--- config.mk ---
export PLATFORM = sky130hd
export DESIGN_NAME = ckto_addr
export DESIGN_NICKNAME = d
export VERILOG_FILES = /design/src/rtl/ckto_pkg.sv /design/src/rtl/ckto_addr.sv
export SDC_FILE = /design/constraint.sdc
export NUM_CORES = 1
export LEC_CHECK = 0
export BUFFER_PORTS_ARGS = -buffer_cell sky130_fd_sc_hd__buf_4
export CORE_ASPECT_RATIO = 1.25
export CORE_MARGIN = 2
export CORE_UTILIZATION = 58
export DETAILED_ROUTE_END_ITERATION = 7
export GPL_ROUTABILITY_DRIVEN = 0
export PLACE_DENSITY_LB_ADDON = 0.3
export SYNTH_ARGS = -nofsm -noshare
export SYNTH_HDL_FRONTEND = slang
export SYNTH_SLANG_ARGS = --single-unit
--- constraint.sdc ---
create_clock -name clk -period 3.55 [get_ports clk]
set_clock_uncertainty 0.2 [all_clocks]
set_input_delay 0 -clock clk [delete_from_list [all_inputs] [get_ports clk]]
set_output_delay 0 -clock clk [all_outputs]
set_load 0.02 [all_outputs]
--- src/rtl/ckto_pkg.sv ---
package ckto_pkg;

  localparam int TEXEL_W = 8;

  typedef logic [TEXEL_W-1:0] texel_t;

  localparam logic KIND_LOAD  = 1'b0;
  localparam logic KIND_MERGE = 1'b1;

  localparam int  CFG_ADDR_W = 1;
  localparam int  CFG_DATA_W = 2;
  localparam logic [CFG_ADDR_W-1:0] CFG_ORIENTATION       = 1'b0;
  localparam logic [CFG_ADDR_W-1:0] CFG_SUPER_TRANSPARENT = 1'b1;

  typedef logic [1:0] rot_t;
  localparam rot_t ROT_0   = 2'd0;
  localparam rot_t ROT_90  = 2'd1;
  localparam rot_t ROT_180 = 2'd2;
  localparam rot_t ROT_270 = 2'd3;

  localparam texel_t TEXEL_CLEAR = 8'd255;
  localparam texel_t TEXEL_SUPER = 8'd254;

endpackage

--- src/rtl/ckto_addr.sv ---
module ckto_addr #(
  parameter int SIDE = 64,
  parameter int AW   = 12,
  parameter int CW   = 6
) (
  input  logic           clk,
  input  logic           rst_n,
  input  logic           load_fire,
  input  logic           merge_fire,
  input  ckto_pkg::rot_t orientation,
  output logic [AW-1:0]  wr_addr,
  output logic [AW-1:0]  rd_addr,
  output logic           rd_last
);

  localparam logic [CW-1:0] M_C    = CW'(SIDE - 1);
  localparam logic [AW-1:0] SIDE_A = AW'(SIDE);
  localparam logic [AW-1:0] LAST_A = AW'(SIDE * SIDE - 1);

  logic [AW-1:0] load_pos_r, load_pos_nxt;
  logic [CW-1:0] x_r, x_nxt, y_r, y_nxt;
  logic [CW-1:0] row, col;

  // raster counters, each wraps on its own
  always_comb begin
    load_pos_nxt = load_pos_r;
    if (load_fire) begin
      load_pos_nxt = (load_pos_r == LAST_A) ? '0 : load_pos_r + AW'(1);
    end
    x_nxt = x_r;
    y_nxt = y_r;
    if (merge_fire) begin
      if (x_r == M_C) begin
        x_nxt = '0;
        y_nxt = (y_r == M_C) ? '0 : y_r + CW'(1);
      end else begin
        x_nxt = x_r + CW'(1);
      end
    end
  end

  always_ff @(posedge clk) begin
    if (!rst_n) begin
      load_pos_r <= '0;
      x_r        <= '0;
      y_r        <= '0;
    end else begin
      load_pos_r <= load_pos_nxt;
      x_r        <= x_nxt;
      y_r        <= y_nxt;
    end
  end

  // source row and column of the rotated top texel
  always_comb begin
    case (orientation)
      ckto_pkg::ROT_90: begin
        row = x_r;
        col = M_C - y_r;
      end
      ckto_pkg::ROT_180: begin
        row = M_C - y_r;
        col = M_C - x_r;
      end
      ckto_pkg::ROT_270: begin
        row = M_C - x_r;
        col = y_r;
      end
      default: begin
        row = y_r;
        col = x_r;
      end
    endcase
  end

  assign rd_addr = AW'(AW'(row) * SIDE_A + AW'(col));
  assign wr_addr = load_pos_r;
  assign rd_last = (x_r == M_C) && (y_r == M_C);

endmodule

==> flow_results.org <==
** Floorplanning
- Vert. Die Dim :: 61.3 um
- The floorplan step defined a die boundary enclosing 3050 um2.
- In this run the core area contains 20 standard-cell rows.
- For this design the top-level I/O count stands at 31.
- The die is 49.8 um wide.
- Starting density of the core :: 62.1%
- Area of the core :: 2450 um2

** Clock network
- Root buffer cell :: sky130_fd_sc_hd__clkbuf_4
- Clock-pin slew reported for the worst setup and hold paths after clock tree synthesis :: 0.13 ns
- Total number of clock tree sinks :: 24
- TritonCTS built the clock tree.
- Clock buffers created by TritonCTS :: 3
- Buffers added to address setup during post-CTS repair amount to 0.
- The clock passes through at most 2 buffers.
- Worst skew pair latency :: 0.31 ns
- Htree depth :: 1

** Logic synthesis
- The synthesized netlist contains 34 unique library cells.
- In this run, synthesis produced a sequential element count of 24.
- The synthesized netlist occupies a cell area of 1520 um2.
- Part of the Yosys area used for sequential elements :: 31.6%
- Mean instance size in the synthesized netlist :: 9.23 um2
- In the synthesized netlist, the number of instances is 165.
- Counting every net in the synthesized netlist gives 174.
- During synthesis, Yosys emitted a total of 0 warnings.

** Final layout
- Fraction of final layout cells sized beyond drive strength 1 :: 23.3%
- Post-layout nets :: 203
- Final cell count without fillers :: 226
- The filler cells instantiated in the layout total 198.
- Growth of design area from synthesis to finish :: 19.3%
- The repair_antennas step left the layout with diodes totalling 0.
- The library cell used most frequently in the layout, excluding fill and tap cells, is sky130_fd_sc_hd__buf_4.
- Sequential standard cell area :: 480 um2
- Footprint of the multi-input gates :: 951 um2
- Commonest cells after routing, fill and taps aside :: sky130_fd_sc_hd__buf_4, sky130_fd_sc_hd__xnor2_1, sky130_fd_sc_hd__dfxtp_1, sky130_fd_sc_hd__nand2_1

** Worst setup path
- STA puts the critical path data arrival time at 2.10 ns.
- For the worst setup path, the data required time is 3.61 ns.
- STA classifies the critical path startpoint as a flip-flop.
- Along the worst path, the maximum fanout reaches 11.
- The worst setup path is captured at a flip-flop.
- The worst setup path is of the flip-flop to flip-flop kind.

** Global route
- Antenna violations before repair :: 0
- The total overflow left after global routing is 0.
- Number of global-route vias before repair :: 1167
- First-pass GRT wire length :: 5280 um
- Pin count of the biggest net entering global routing :: 20
- For this run, the total global-route usage over all layers was measured as 22.7%.

** Routing
- In the final routed layout, each cell accounts on average for 13.6 um.
- Drt total wl :: 3070 um
- After detailed routing, the number of remaining DRC violations is 0.
- Once detail routing completed, the nets flagged for antenna violations numbered 0.
- The detailed router finished its first iteration with 15 violations.
- Using the TritonRoute via totals, the vias-per-cell ratio works out to 5.36.
- Detailed-route via count :: 1211
- Before antenna repair, the detailed router went through 4 iterations.

** Pwr
- Total power divided by cell area :: 310 nW/um2
- The worst-case IR drop observed on VDD is 0.000242 V.
- Static leakage :: 0.719 nW
- Overall power after layout :: 0.000563 W

** Timing
- Ratio of final minimum period to clock period :: 57.3%
- Post-route setup TNS :: 0 ns
- The number of pins with negative max-slew slack in the final report was 0.
- Measured against its own limit, the worst slew margin works out to 75.2%.
- Maximum operating frequency :: 0.492 GHz
- Actual transition at the worst max-transition pin :: 0.370 ns
- Count of endpoints failing hold in the final timing report :: 0
- Worst-case hold slack :: 0.245 ns
- Final period demand of the worst path :: 2.03 ns
- Unrepaired setup endpoints after global routing :: false
- Setup violations remaining at the end of the flow were counted as 0.

** Job
- Max-cap violations in this run came to 0.

** Place
- Placed Instances :: 218
- Post-detailed-placement half-perimeter wirelength :: 2300 um
- PortBufs :: 30

** Hold path
- Class of the tightest hold or removal check :: input port to primary output

** Status
- Outcome :: finished, final reports clean
synth_stat cells, drive strengths merged:
master  instances  share of area [%]
dfxtp          24                 32
xnor2          25                 14
and2           11                4.5
xor2            3                1.7
nor4            2                2.2
ha              3                2.5
nand4           5                4.0
nand2          14                3.5
o22ai           1               0.41
buf             7                3.5
o21ai           8                2.6
nor2b           2               0.82
or3             2                1.2
inv             7                1.7
a21o            1               0.49
nand3           8                4.1
a21boi          3                1.5
o31ai           1               0.82
nor3            9                3.0
clkbuf          3               0.82
nand3b          1               0.49
o41ai           2                3.6
nor2            9                2.2
a21oi           2               0.66
and4            1               0.58
mux2i          11                7.2
report_power, final:
group / switching, W / internal (W) / leakage, nW
Combinational: 0.0000469 / 0.0000425 / 0.497
Sequential: 0.00000604 / 0.000273 / 0.194
Clock: 0.0000807 / 0.000114 / 0.0279
logic make-up after synthesis:
| logic type | Yosys count | share of synthesized area, % |
|---|---|---|
| flip-flops | 24 | 31.6 |
| multiplexers | 11 | 7.23 |
| buffers and inverters | 17 | 6.00 |
| adder cells (fa/ha/maj) | 3 | 2.47 |
| XOR/XNOR | 28 | 16.1 |
| AO/OA/AOI/OAI | 18 | 10.1 |
| AND/OR/NAND/NOR | 64 | 26.5 |
timing repair:
item / in CTS / in global routing
setup endpoints to repair: 0 / 0
resized for setup: 0 / 0
hold buffers: 4 / 0
hold endpoints to repair: 24 / 0
sequential cells by signal (all words and copies together) (netlist names):
signal / flops
wr_addr: 12
x_r: 6
y_r: 6
per-layer routing:
layer	global-route usage (%)	up-vias	share of wire, %
li1	-	613	-
met1	24.5	554	40
met2	44.4	36	55
met3	1.94	8	3.3
met4	11.9	0	2.1
met5	0	-	0
path summary, 6_finish.rpt:
kind              cells after the start  slack, ns         end      startpoint
setup / recovery                      5       1.52      x_r[3]          x_r[2]
hold / removal                        3       0.25  rd_addr[7]  orientation[1]
setup reg to reg                      5       1.52      x_r[3]          x_r[2]
hold reg to reg                       2       0.36      y_r[1]          y_r[1]
per-stage QoR:
stage               worst slack, ns  instance area, um2  util [%]
global route                   1.44                1820      74.1
global placement               1.89                1720      70.3
floorplan                      1.85                1520         -
finish                         1.52                1820      74.1
CTS                            1.55                1820      74.1
detailed placement             1.79                1720      70.3
layout make-up:
class	instances	area share [%]
multi-input cells	124	52.3
flip-flops and latches	24	26.4
repair buffers	34	14.6
well taps	33	2.27
clock inverters	1	1.65
inverters	7	1.45
clock buffers	3	1.24
critical path: stages (launching register included):
cell,delay [ns]
sky130_fd_sc_hd__dfxtp_1,0.57
sky130_fd_sc_hd__nand4_4,0.25
sky130_fd_sc_hd__xnor2_1,0.21
sky130_fd_sc_hd__nand2_1,0.08
sky130_fd_sc_hd__a21oi_1,0.11
sky130_fd_sc_hd__dlygate4sd3_1,0.56
No activity file was read; power rests on OpenSTA's default activity.
